===== src/hdl/apiir_pkg.sv =====
// shared types and constants for the all-pole iir filter core
// no dependencies; used by apiir_hist, apiir_mac and all_pole_iir_filter_core
`default_nettype none

package apiir_pkg;

  localparam int unsigned DATA_W    = 24;
  localparam int unsigned IDX_W     = 5;
  localparam int unsigned PROD_W    = 2 * DATA_W;
  localparam int unsigned QBITS     = 20;
  localparam int unsigned ORDER_DEF = 16;

  localparam logic signed [DATA_W-1:0] SMAX = 24'sh7FFFFF;
  localparam logic signed [DATA_W-1:0] SMIN = 24'sh800000;

  // item action codes
  localparam logic ACT_LOAD   = 1'b0;
  localparam logic ACT_FILTER = 1'b1;

  // control from the sequencer to the multiply-accumulate unit
  typedef struct packed {
    logic clr;  // clear accumulator
    logic vld;  // coefficient and operand are valid this cycle
    logic sub;  // subtract the product (feedback tap)
  } mac_ctrl_t;

  // control from the sequencer to the output history
  typedef struct packed {
    logic clr;   // clear all entries
    logic rot;   // rotate by one, next older entry to tap 0
    logic push;  // shift in a new newest output
  } hist_ctrl_t;

endpackage

`default_nettype wire


===== src/hdl/apiir_ram.sv =====
// generic single-write, single-read ram with registered read data
// no dependencies
`default_nettype none

module apiir_ram #(
  parameter int unsigned WIDTH = 24,
  parameter int unsigned DEPTH = 17
) (
  input  wire logic                       clk_i,
  input  wire logic                       we_i,
  input  wire logic [$clog2(DEPTH)-1:0]   waddr_i,
  input  wire logic [WIDTH-1:0]           wdata_i,
  input  wire logic                       re_i,
  input  wire logic [$clog2(DEPTH)-1:0]   raddr_i,
  output logic      [WIDTH-1:0]           rdata_o
);

  logic [WIDTH-1:0] mem_q [DEPTH];

  always_ff @(posedge clk_i) begin
    if (we_i) begin
      mem_q[waddr_i] <= wdata_i;
    end
    if (re_i) begin
      rdata_o <= mem_q[raddr_i];
    end
  end

endmodule

`default_nettype wire


===== src/hdl/apiir_hist.sv =====
// output history as a rotating shift line, tap 0 is the only read point
// depends on apiir_pkg
`default_nettype none

module apiir_hist #(
  parameter int unsigned ORDER = apiir_pkg::ORDER_DEF
) (
  input  wire logic                                    clk_i,
  input  wire logic                                    rst_ni,
  input  wire apiir_pkg::hist_ctrl_t                   ctrl_i,
  input  wire logic signed [apiir_pkg::DATA_W-1:0]     din_i,
  output logic signed [apiir_pkg::DATA_W-1:0]          tap_o
);

  logic signed [apiir_pkg::DATA_W-1:0] hist_q [ORDER];

  for (genvar i = 0; i < ORDER; i++) begin : g_ent
    logic signed [apiir_pkg::DATA_W-1:0] rot_src;
    logic signed [apiir_pkg::DATA_W-1:0] push_src;

    if (i == ORDER - 1) begin : g_wrap
      assign rot_src = hist_q[0];
    end else begin : g_next
      assign rot_src = hist_q[i+1];
    end

    if (i == 0) begin : g_head
      assign push_src = din_i;
    end else begin : g_prev
      assign push_src = hist_q[i-1];
    end

    always_ff @(posedge clk_i or negedge rst_ni) begin
      if (!rst_ni) begin
        hist_q[i] <= '0;
      end else if (ctrl_i.clr) begin
        hist_q[i] <= '0;
      end else if (ctrl_i.push) begin
        hist_q[i] <= push_src;
      end else if (ctrl_i.rot) begin
        hist_q[i] <= rot_src;
      end
    end
  end

  assign tap_o = hist_q[0];

endmodule

`default_nettype wire


===== src/hdl/apiir_mac.sv =====
// shared multiply-accumulate unit with rounding and saturation of the sum
// depends on apiir_pkg
`default_nettype none

module apiir_mac #(
  parameter int unsigned ORDER = apiir_pkg::ORDER_DEF
) (
  input  wire logic                                    clk_i,
  input  wire logic                                    rst_ni,
  input  wire apiir_pkg::mac_ctrl_t                    ctrl_i,
  input  wire logic signed [apiir_pkg::DATA_W-1:0]     coef_i,
  input  wire logic signed [apiir_pkg::DATA_W-1:0]     opnd_i,
  output logic                                         busy_o,
  output logic signed [apiir_pkg::DATA_W-1:0]          sample_o,
  output logic                                         sat_o
);

  localparam int unsigned ACC_W = apiir_pkg::PROD_W + $clog2(ORDER + 1) + 1;
  localparam logic signed [ACC_W-1:0] HALF =
    {{(ACC_W - apiir_pkg::QBITS){1'b0}}, 1'b1, {(apiir_pkg::QBITS - 1){1'b0}}};

  logic signed [apiir_pkg::PROD_W-1:0] prod_q;
  logic                                s2_v_q;
  logic                                s2_sub_q;
  logic signed [ACC_W-1:0]             acc_q;
  logic signed [ACC_W-1:0]             rsum;
  logic signed [ACC_W-1:0]             rnd;

  // product register
  always_ff @(posedge clk_i) begin
    if (ctrl_i.vld) begin
      prod_q <= coef_i * opnd_i;
    end
  end

  always_ff @(posedge clk_i or negedge rst_ni) begin
    if (!rst_ni) begin
      s2_v_q   <= 1'b0;
      s2_sub_q <= 1'b0;
    end else begin
      s2_v_q   <= ctrl_i.vld;
      s2_sub_q <= ctrl_i.sub;
    end
  end

  // accumulator
  always_ff @(posedge clk_i or negedge rst_ni) begin
    if (!rst_ni) begin
      acc_q <= '0;
    end else if (ctrl_i.clr) begin
      acc_q <= '0;
    end else if (s2_v_q) begin
      if (s2_sub_q) begin
        acc_q <= acc_q - ACC_W'(prod_q);
      end else begin
        acc_q <= acc_q + ACC_W'(prod_q);
      end
    end
  end

  // round to nearest, ties up, then clip
  assign rsum = acc_q + HALF;
  assign rnd  = rsum >>> apiir_pkg::QBITS;

  always_comb begin
    sat_o    = 1'b0;
    sample_o = rnd[apiir_pkg::DATA_W-1:0];
    if (rnd > ACC_W'(apiir_pkg::SMAX)) begin
      sat_o    = 1'b1;
      sample_o = apiir_pkg::SMAX;
    end else if (rnd < ACC_W'(apiir_pkg::SMIN)) begin
      sat_o    = 1'b1;
      sample_o = apiir_pkg::SMIN;
    end
  end

  assign busy_o = s2_v_q;

endmodule

`default_nettype wire


===== src/hdl/all_pole_iir_filter_core.sv =====
// all-pole iir filter core: sequencer, coefficient ram, history line, shared mac
// a sample walks gain and ORDER taps through the single multiply-accumulate
// unit, waits for the read and multiply stages to drain, then rounds into the
// output register once free, then takes a new item; loads stay in idle
// reset: async active low, clears the sequencer, coefficients and output history
// depends on apiir_pkg, apiir_ram, apiir_hist, apiir_mac
`default_nettype none

module all_pole_iir_filter_core #(
  parameter int unsigned ORDER = apiir_pkg::ORDER_DEF
) (
  input  wire logic                                    clk_i,
  input  wire logic                                    rst_ni,
  // input channel
  input  wire logic                                    in_valid_i,
  output logic                                         in_ready_o,
  input  wire logic                                    action_i,
  input  wire logic                                    start_block_i,
  input  wire logic [apiir_pkg::IDX_W-1:0]             coef_index_i,
  input  wire logic signed [apiir_pkg::DATA_W-1:0]     value_i,
  // output channel
  output logic                                         out_valid_o,
  input  wire logic                                    out_ready_i,
  output logic signed [apiir_pkg::DATA_W-1:0]          sample_out_o,
  output logic                                         saturated_o
);

  // coefficient address covers gain slot plus ORDER taps
  localparam int unsigned CA_W  = $clog2(ORDER + 1);
  localparam int unsigned CMP_W = (CA_W > apiir_pkg::IDX_W) ? CA_W : apiir_pkg::IDX_W;

  typedef enum logic [3:0] {
    ST_IDLE  = 4'b0001,  // waiting for a transaction
    ST_MAC   = 4'b0010,  // issuing coefficient reads, one tap per cycle
    ST_WAIT  = 4'b0100,  // draining the read and multiply stages
    ST_ROUND = 4'b1000   // result ready, push to output register and history
  } state_e;

  state_e                              state_q, state_d;
  logic [CA_W-1:0]                     cnt_q;
  logic signed [apiir_pkg::DATA_W-1:0] x_q;
  logic [ORDER:0]                      cvalid_q;
  logic                                cvld_q;
  logic                                s1_v_q;
  logic                                s1_first_q;

  logic                                out_valid_q;
  logic signed [apiir_pkg::DATA_W-1:0] sample_q;
  logic                                sat_q;

  logic                                in_acc;
  logic                                load_acc;
  logic                                filt_acc;
  logic [CMP_W-1:0]                    idx_w;
  logic                                idx_ok;
  logic [CA_W-1:0]                     waddr;
  logic [apiir_pkg::DATA_W-1:0]        rdata;
  logic signed [apiir_pkg::DATA_W-1:0] coef;
  logic signed [apiir_pkg::DATA_W-1:0] opnd;
  logic signed [apiir_pkg::DATA_W-1:0] tap;
  logic signed [apiir_pkg::DATA_W-1:0] y;
  logic                                y_sat;
  logic                                mac_busy;
  logic                                out_free;
  logic                                last_tap;
  apiir_pkg::mac_ctrl_t                mac_ctrl;
  apiir_pkg::hist_ctrl_t               hist_ctrl;

  // input transaction decode
  assign in_ready_o = (state_q == ST_IDLE);
  assign in_acc     = in_valid_i && in_ready_o;
  assign load_acc   = in_acc && (action_i == apiir_pkg::ACT_LOAD);
  assign filt_acc   = in_acc && (action_i == apiir_pkg::ACT_FILTER);

  // loads beyond ORDER are dropped
  assign idx_w  = CMP_W'(coef_index_i);
  assign idx_ok = (idx_w <= CMP_W'(ORDER));
  assign waddr  = idx_w[CA_W-1:0];

  assign last_tap = (cnt_q == CA_W'(ORDER));
  assign out_free = !out_valid_q || out_ready_i;

  // sequencer
  always_comb begin
    state_d = state_q;
    unique case (state_q)
      ST_IDLE: begin
        if (filt_acc) begin
          state_d = ST_MAC;
        end
      end
      ST_MAC: begin
        if (last_tap) begin
          state_d = ST_WAIT;
        end
      end
      ST_WAIT: begin
        // accumulator final once both pipeline stages are empty
        if (!s1_v_q && !mac_busy) begin
          state_d = ST_ROUND;
        end
      end
      ST_ROUND: begin
        if (out_free) begin
          state_d = ST_IDLE;
        end
      end
      default: state_d = ST_IDLE;
    endcase
  end

  always_ff @(posedge clk_i or negedge rst_ni) begin
    if (!rst_ni) begin
      state_q <= ST_IDLE;
    end else begin
      state_q <= state_d;
    end
  end

  // tap counter, doubles as the coefficient read address
  always_ff @(posedge clk_i or negedge rst_ni) begin
    if (!rst_ni) begin
      cnt_q <= '0;
    end else if (filt_acc) begin
      cnt_q <= '0;
    end else if (state_q == ST_MAC && !last_tap) begin
      cnt_q <= cnt_q + CA_W'(1);
    end
  end

  // input sample, held for the gain product
  always_ff @(posedge clk_i) begin
    if (filt_acc) begin
      x_q <= value_i;
    end
  end

  // per-slot written flags; an unwritten slot reads as zero
  always_ff @(posedge clk_i or negedge rst_ni) begin
    if (!rst_ni) begin
      cvalid_q <= '0;
    end else if (load_acc && idx_ok) begin
      cvalid_q[waddr] <= 1'b1;
    end
  end

  apiir_ram #(
    .WIDTH (apiir_pkg::DATA_W),
    .DEPTH (ORDER + 1)
  ) u_coef_ram (
    .clk_i   (clk_i),
    .we_i    (load_acc && idx_ok),
    .waddr_i (waddr),
    .wdata_i (value_i),
    .re_i    (state_q == ST_MAC),
    .raddr_i (cnt_q),
    .rdata_o (rdata)
  );

  // read stage flags, aligned with the registered ram data
  always_ff @(posedge clk_i or negedge rst_ni) begin
    if (!rst_ni) begin
      s1_v_q     <= 1'b0;
      s1_first_q <= 1'b0;
      cvld_q     <= 1'b0;
    end else begin
      s1_v_q     <= (state_q == ST_MAC);
      s1_first_q <= (cnt_q == '0);
      cvld_q     <= cvalid_q[cnt_q];
    end
  end

  assign coef = cvld_q ? $signed(rdata) : '0;
  // gain uses the input sample, taps use the history line in age order
  assign opnd = s1_first_q ? x_q : tap;

  always_comb begin
    mac_ctrl.clr = filt_acc;
    mac_ctrl.vld = s1_v_q;
    mac_ctrl.sub = !s1_first_q;
  end

  // history rotates once per tap, ORDER times in all, so it is back in place
  always_comb begin
    hist_ctrl.clr  = filt_acc && start_block_i;
    hist_ctrl.rot  = s1_v_q && !s1_first_q;
    hist_ctrl.push = (state_q == ST_ROUND) && out_free;
  end

  apiir_hist #(
    .ORDER (ORDER)
  ) u_hist (
    .clk_i  (clk_i),
    .rst_ni (rst_ni),
    .ctrl_i (hist_ctrl),
    .din_i  (y),
    .tap_o  (tap)
  );

  apiir_mac #(
    .ORDER (ORDER)
  ) u_mac (
    .clk_i    (clk_i),
    .rst_ni   (rst_ni),
    .ctrl_i   (mac_ctrl),
    .coef_i   (coef),
    .opnd_i   (opnd),
    .busy_o   (mac_busy),
    .sample_o (y),
    .sat_o    (y_sat)
  );

  // output register
  always_ff @(posedge clk_i or negedge rst_ni) begin
    if (!rst_ni) begin
      out_valid_q <= 1'b0;
    end else if (hist_ctrl.push) begin
      out_valid_q <= 1'b1;
    end else if (out_ready_i) begin
      out_valid_q <= 1'b0;
    end
  end

  always_ff @(posedge clk_i) begin
    if (hist_ctrl.push) begin
      sample_q <= y;
      sat_q    <= y_sat;
    end
  end

  assign out_valid_o  = out_valid_q;
  assign sample_out_o = sample_q;
  assign saturated_o  = sat_q;

  // result is taken only after the mac pipeline has drained
  a_round_drained: assert property (@(posedge clk_i) disable iff (!rst_ni)
    (state_q == ST_ROUND) |-> (!s1_v_q && !mac_busy))
    else $error("rounding with products still in flight");

  // a sample transaction always starts the tap walk
  a_filt_starts: assert property (@(posedge clk_i) disable iff (!rst_ni)
    filt_acc |=> (state_q == ST_MAC && cnt_q == '0))
    else $error("sample transaction did not start the tap walk");

  // read stage is busy only while a sample is in work
  a_s1_in_work: assert property (@(posedge clk_i) disable iff (!rst_ni)
    s1_v_q |-> (state_q == ST_MAC || state_q == ST_WAIT))
    else $error("read stage active outside a sample");

  // the last tap read ends the walk
  a_last_tap: assert property (@(posedge clk_i) disable iff (!rst_ni)
    (state_q == ST_MAC && last_tap) |=> (state_q == ST_WAIT))
    else $error("tap walk overran ORDER");

endmodule

`default_nettype wire

===== config.mk =====
export PLATFORM = sky130hd
export DESIGN_NAME = all_pole_iir_filter_core
export DESIGN_NICKNAME = d
export VERILOG_FILES = /design/src/hdl/apiir_pkg.sv /design/src/hdl/apiir_ram.sv /design/src/hdl/apiir_hist.sv /design/src/hdl/apiir_mac.sv /design/src/hdl/all_pole_iir_filter_core.sv
export SDC_FILE = /design/constraint.sdc
export NUM_CORES = 2
export LEC_CHECK = 0
export ABC_AREA = 1
export BUFFER_PORTS_ARGS = -buffer_cell sky130_fd_sc_hd__clkbuf_2
export CAP_MARGIN = 15
export CORE_UTILIZATION = 56
export CTS_CLUSTER_SIZE = 20
export DETAILED_ROUTE_END_ITERATION = 7
export GPL_ROUTABILITY_DRIVEN = 0
export PLACE_DENSITY = 0.76
export SLEW_MARGIN = 20
export SYNTH_ARGS = -nofsm -noshare
export SYNTH_HDL_FRONTEND = slang
export SYNTH_SLANG_ARGS = --single-unit

===== constraint.sdc =====
create_clock -name clk_i -period 7 [get_ports clk_i]
set_clock_uncertainty 0.2 [all_clocks]
set_input_delay 0.35 -clock clk_i [delete_from_list [all_inputs] [get_ports clk_i]]
set_output_delay 0.35 -clock clk_i [all_outputs]
set_load 0.005 [all_outputs]

After elaboration in Yosys (flattened, before gate mapping)
Memory sizes are Yosys's and may differ from the RTL's. A register that Yosys moved wholly into a read port is not among the register bits.
Cells that the tools add are included.
{"block": "word_totals", "n_memories": 1, "mem_bits_rw": 408, "ff_bits": 567, "inputBits": 35}
{"block": "classes", "magnitude_cmp": 6, "n_addsub": 4, "muxes": 71, "reduce_logical": 22, "eq_ne": 9, "mul": 1, "bitwise_logic": 2}
{"name": "u_coef_ram.mem_q", "depth": 17, "width": 24, "read_ports": 1, "rd_clocked_by_memory_dff": 1, "write_ports": 1, "line_no": "apiir_ram.sv:18", "text": "logic [WIDTH-1:0] mem_q [DEPTH];"}
{"op": "24-bit 2-to-1 mux", "count": 52}
{"op": "54-bit 2-to-1 mux", "count": 3}
{"op": "54-bit by 21-bit adder with 54-bit output, second input constant", "count": 1}
{"op": "54-bit by 48-bit adder with 54-bit output", "count": 1}
{"op": "54-bit by 48-bit subtractor with 54-bit output", "count": 1}
{"op": "24-bit by 24-bit multiplier with 48-bit output", "count": 1}
{"op": "34-bit by 24-bit greater-than comparator with 1-bit output, second input constant", "count": 1}
{"op": "34-bit by 24-bit less-than comparator with 1-bit output, second input constant", "count": 1}
{"op": "17-bit bitwise OR", "count": 1}
{"op": "4-bit 2-to-1 mux", "count": 4}
{"op": "4-bit one-hot mux with 4 select lines", "count": 1}
{"op": "5-bit by 6-bit less-than comparator with 1-bit output, second input constant", "count": 2}
{"op": "1-bit logical AND", "count": 10}
{"op": "5-bit 2-to-1 mux", "count": 2}
{"op": "1-bit 2-to-1 mux", "count": 7}
{"op": "2-bit inequality test, second input constant", "count": 3}
{"op": "2-bit nonzero test", "count": 3}
{"op": "5-bit by 1-bit adder with 5-bit output, second input constant", "count": 1}
{"op": "1-bit binary-select mux with 5-bit select", "count": 1}
{"op": "1-bit demux with 5-bit select", "count": 1}
{"op": "5-bit == test, second input constant", "count": 1}
{"op": "5-bit by 1-bit greater-or-equal comparator with 1-bit output, second input constant", "count": 1}
{"op": "5-bit <= comparator, second input constant", "count": 1}
{"op": "1-bit zero test", "count": 5}
{"op": "other kinds (10)", "count": 10}

Longest topological paths before layout
{"block": "logic_depth", "word_depth": 6, "ltp_mapped": 34, "ltp_nobuf": 32}

By module
From an unflattened synthesis, not the netlist that was laid out.
{"block": "unflattened", "cells_unflattened": 9307, "hier_area_um2": 73538.0}
{"module": "apiir_mac", "cells_per_inst": 4608, "n_inst": 1, "area_per_inst_um2": 32865.3}
{"module": "apiir_hist", "cells_per_inst": 2903, "n_inst": 1, "area_per_inst_um2": 19946.6}
{"module": "apiir_ram", "cells_per_inst": 1415, "n_inst": 1, "area_per_inst_um2": 17160.2}
{"module": "all_pole_iir_filter_core", "cells_per_inst": 381, "n_inst": 1, "area_per_inst_um2": 3565.9}

Worst setup path before layout
Ideal clock, no wire load.
{"block": "synth_path", "path_kind": "reg-to-reg", "from": "reg s1_first_q", "to": "reg u_mac.prod_q[45] (netlist bit), data pin", "setup_ns": 0.265, "required_ns": 6.535, "path_stages_with_launch": 25, "arrival_ns": 6.727, "synth_period_minus_slack_ns": 7.192, "setup_slack_ns": -0.192, "cell_sequence": "dfrtp_1 -> inv_1 -> clkbuf_1 -> or2_2 -> o21ai_1 -> clkbuf_1 -> nor2_1 -> fa_1 -> fa_1 -> fa_1 -> fa_1 -> fa_1 -> fa_1 -> fa_1 -> ha_1 -> nand2_1 -> nor2_1 -> inv_1 -> nor2_1 -> and3_1 -> nand3_1 -> nand3_1 -> nand2_1 -> o211ai_1 -> xor2_1"}
{"block": "synth_via", "elab_chain_cells": 2}
{"item": "start, declared", "line_no": "all_pole_iir_filter_core.sv:45", "text": "logic s1_first_q;"}
{"item": "start signal, assigned", "line_no": "all_pole_iir_filter_core.sv:168", "text": "s1_first_q <= (cnt_q == '0);"}
{"item": "24-bit 2-to-1 mux", "line_no": "all_pole_iir_filter_core.sv:175", "text": "assign opnd = s1_first_q ? x_q : tap;"}
{"item": "24-bit by 24-bit multiplier with 48-bit output", "line_no": "apiir_mac.sv:32", "text": "prod_q <= coef_i * opnd_i;"}
{"item": "end signal, assigned", "line_no": "apiir_mac.sv:32"}
{"item": "end, declared", "line_no": "apiir_mac.sv:22", "text": "logic signed [apiir_pkg::PROD_W-1:0] prod_q;"}
Every way passes these cells.
A chain may end at the register's enable or synchronous reset.

Worst setup path after layout
{"block": "layout_path", "from": "reg s1_first_q", "to": "reg u_mac.prod_q[46] (netlist bit), data pin"}
Same word-level chain as after synthesis.

==> results.cfg <==
[final_layout]
drive_gt1_share_pct = 12.7
layout.cells.non_filler = 9469
area_growth_pct = 14.4
final_core_util_pct = 64.5
final_common_cell = nand2_1
nFillCells = 9173
finalNetCount = 8601
final_cell_mix = 1,454 x nand2_1, 1,053 x inv_1, 845 x o21ai_0, 779 x nor2_1, 580 x fa_1

[global_route]
grt_pass1_wl_mm = 295
grt_max_degree = 258
antenna_found_initial = 7
grt-ovfl-total = 0
grt_usage_pct = 31.1
grt_pass1_vias = 53800

[floorplanning]
io_pins = 62
initial_core_util_pct = 56.4
die_area_mm2 = 0.122
die_w_um = 350
dieHeight_um = 350
rows = 127
core_area_mm2 = 0.120

[timing]
fin_ws_ns = -0.118
setup_viol = 21
period_needed_ns = 7.12
tns_ns = -1.11
drv_slew = 0
max_freq_mhz = 140
hold_viol_final = 6
rsz0062_at_grt = yes
hold_slack_ns = -0.0356
relSlewSlack_pct = 23.1
tightest_slew_ns = 1.15
period_share_pct = 102

[worst_setup_path]
critical_path.top_delay_family = adder cells
reg2regPathDepth = 28
worstPathBufferInverterCount = 10
cpMostUsedCell = fa_1
critical_path_required_ns = 7.26
timing.rr.end = u_mac.prod_q[46]$_DFFE_PP_
reg2reg_slack_ns = -0.12
cp_slowest_cell = fa_2
cpPeakStageDelay_ns = 0.64
cp-end-kind = flip-flop
r2r_start = s1_first_q$_DFF_PN0_
cp-start-kind = flip-flop
cp-startpoint = s1_first_q$_DFF_PN0_
arrival_ns = 7.37
crit_type = flip-flop to flip-flop
path_max_fanout = 8

[synth]
synth-simple-area-share_pct = 15.2
syn_area_per_cell_um2 = 9.00
synth_adder_area_share_pct = 21.5
syn-cell-area_mm2 = 0.0677
async_flop_share_pct = 47.0
ys_seq_area_share_pct = 40.8
synth_compound_area_share_pct = 12.0
synth_xor_xnor_area_share_pct = 1.66
yosysTopAreaCellShare_pct = 23.5
yosysWarnings = 0
ys_types = 51
synth_ff_type = edfxtp_1
synth_top_family_by_area = adder cells
synth-seq-cells = 999
synth-edff-count = 529
synth_top_area_cell = edfxtp_1
syn-num-nets = 8354
synthCells = 7520
synth_area_leaders = edfxtp_1 23%, fa_1 18%, dfrtp_1 17%
muxShareOfSynthArea_pct = 0.488

[routing]
vias = 55500
drc = 0
routed_via_density = 5.86
wl_per_cell_um = 20.6
drt-initial-drc-count = 6402
firstDrtPassIters = 7
routed_wl_mm = 195
final_antenna_net_count = 0

[clock_tree]
clock_latency_ns = 0.74
path_clk_slew_ns = 0.07
cts_sinks = 999
cts_buffers = 99
clock-root-buffer = clkbuf_16
cts_max_path_buffers = 3
htreeDepth = 3
cts_tree = yes

[place]
placedCellCount = 9190
io_buffer_count = 61
hpwl_mm = 133

[run_status]
outcome = finished with violations
violations = hold timing, setup timing

[hold_path]
hold_class = input pin to async pin

[run]
maxCapViolations = 0
[state kept, by name (all words and copies together) (netlist names), 4 cells and up]
register	cells
u_hist.g_ent.push_src	48
u_mac.prod_q	48
u_coef_ram.rdata_o	24
u_hist.tap_o	24
sample_out_o	24
u_hist.g_ent.rot_src	312
x_q	24
cnt_q	5
u_coef_ram.mem_q	408
u_mac.acc_q	54
cvalid_q	17
state_q	4
[layer usage]
metal | share of wire (%) | wire [µm] | up-vias | track usage, %
met5 | 0.041 | 79 | - | 0
met4 | 5.9 | 11500 | 8 | 15.0
met3 | 11 | 22200 | 769 | 8.52
met2 | 45 | 87600 | 3071 | 47.9
met1 | 38 | 73300 | 26900 | 40.8
li1 | - | - | 24700 | -
[Yosys cell counts, drive strengths merged (9+ instances only)]
| cell | n |
|---|---|
| nor3 | 34 |
| buf | 85 |
| o21ai | 895 |
| o21bai | 10 |
| nor2 | 851 |
| nor4 | 14 |
| or2 | 35 |
| nand4 | 24 |
| ha | 191 |
| mux2i | 33 |
| edfxtp | 529 |
| nand3 | 119 |
| fa | 608 |
| xor2 | 95 |
| inv | 1105 |
| clkbuf | 269 |
| a21oi | 214 |
| o22ai | 295 |
| xnor2 | 33 |
| a31oi | 23 |
| dfrtp | 469 |
| nand2 | 1511 |
| a41oi | 25 |
| a21o | 9 |
[cell families (layout without fill, tap and decap cells)]
family,count (synthesis),in the layout
XOR/XNOR,128,128
other,0,5
adder cells (fa/ha/maj),799,799
buffers and inverters,1466,1798
AND/OR/NAND/NOR,2595,2595
multiplexers,33,33
AO/OA/AOI/OAI,1500,1500
flip-flops,999,999
[stage by stage]
| step | area [µm²] | setup WS, ns |
|---|---|---|
| 5_1_grt | 77400 | -0.290 |
| 2_1_floorplan | 67700 | -0.00654 |
| 3_3_place_gp | 71800 | -0.154 |
| 6_report | 77400 | -0.118 |
| 4_1_cts | 75900 | -0.0104 |
| 3_5_place_dp | 71800 | -0.212 |
[worst reg2reg max path, delay by kind of cell, from the launching register on]
| kind | cells | cell delay [ns] |
|---|---|---|
| AOI/OAI and AO/OA | 2 | 0.14 |
| and+or+nand+nor | 7 | 1.03 |
| xor gates and xnor gates | 1 | 0.12 |
| DFF | 1 | 0.49 |
| adders and majority gates | 8 | 3.82 |
| buffers and inverters | 10 | 1.03 |
[timing repair]
action / in CTS / in global routing
gates cloned: 2 / 4
hold endpoints to repair: 523 / 0
pin swaps: 20 / 138
gates resized for setup: 78 / 295
setup buffers: 16 / 32
hold buffers: 34 / 0
endpoints found under the setup margin: 26 / 30
[final cells by class]
type / instances / area [µm²] / share of cell area (%)
Tap cell: 1612 / 2020 / 2.61
Timing Repair Buffer: 500 / 4490 / 5.80
Antenna cell: 5 / 12.5 / 0.0162
Sequential cell: 999 / 27700 / 35.7
Inverter: 1112 / 4210 / 5.44
Multi-Input combinational cell: 5055 / 35700 / 46.2
Clock buffer: 133 / 2710 / 3.49
Clock inverter: 53 / 578 / 0.747
[worst max path at each step]
stage / cells past startpoint / endpoint / slack (ns)
floorplan: 27 / u_mac.prod_q[45]$_DFFE_PP_ / -0.007
global placement: 27 / u_mac.prod_q[28]$_DFFE_PP_ / -0.15
detailed placement: 27 / u_mac.prod_q[39]$_DFFE_PP_ / -0.21
CTS: 28 / u_mac.prod_q[39]$_DFFE_PP_ / -0.01
global route: 27 / u_mac.prod_q[32]$_DFFE_PP_ / -0.29
finish: 28 / u_mac.prod_q[46]$_DFFE_PP_ / -0.12
Power is left out: the tool's default activity adds up to more than one toggle a clock period on the data nets, which glitch-free logic cannot reach.
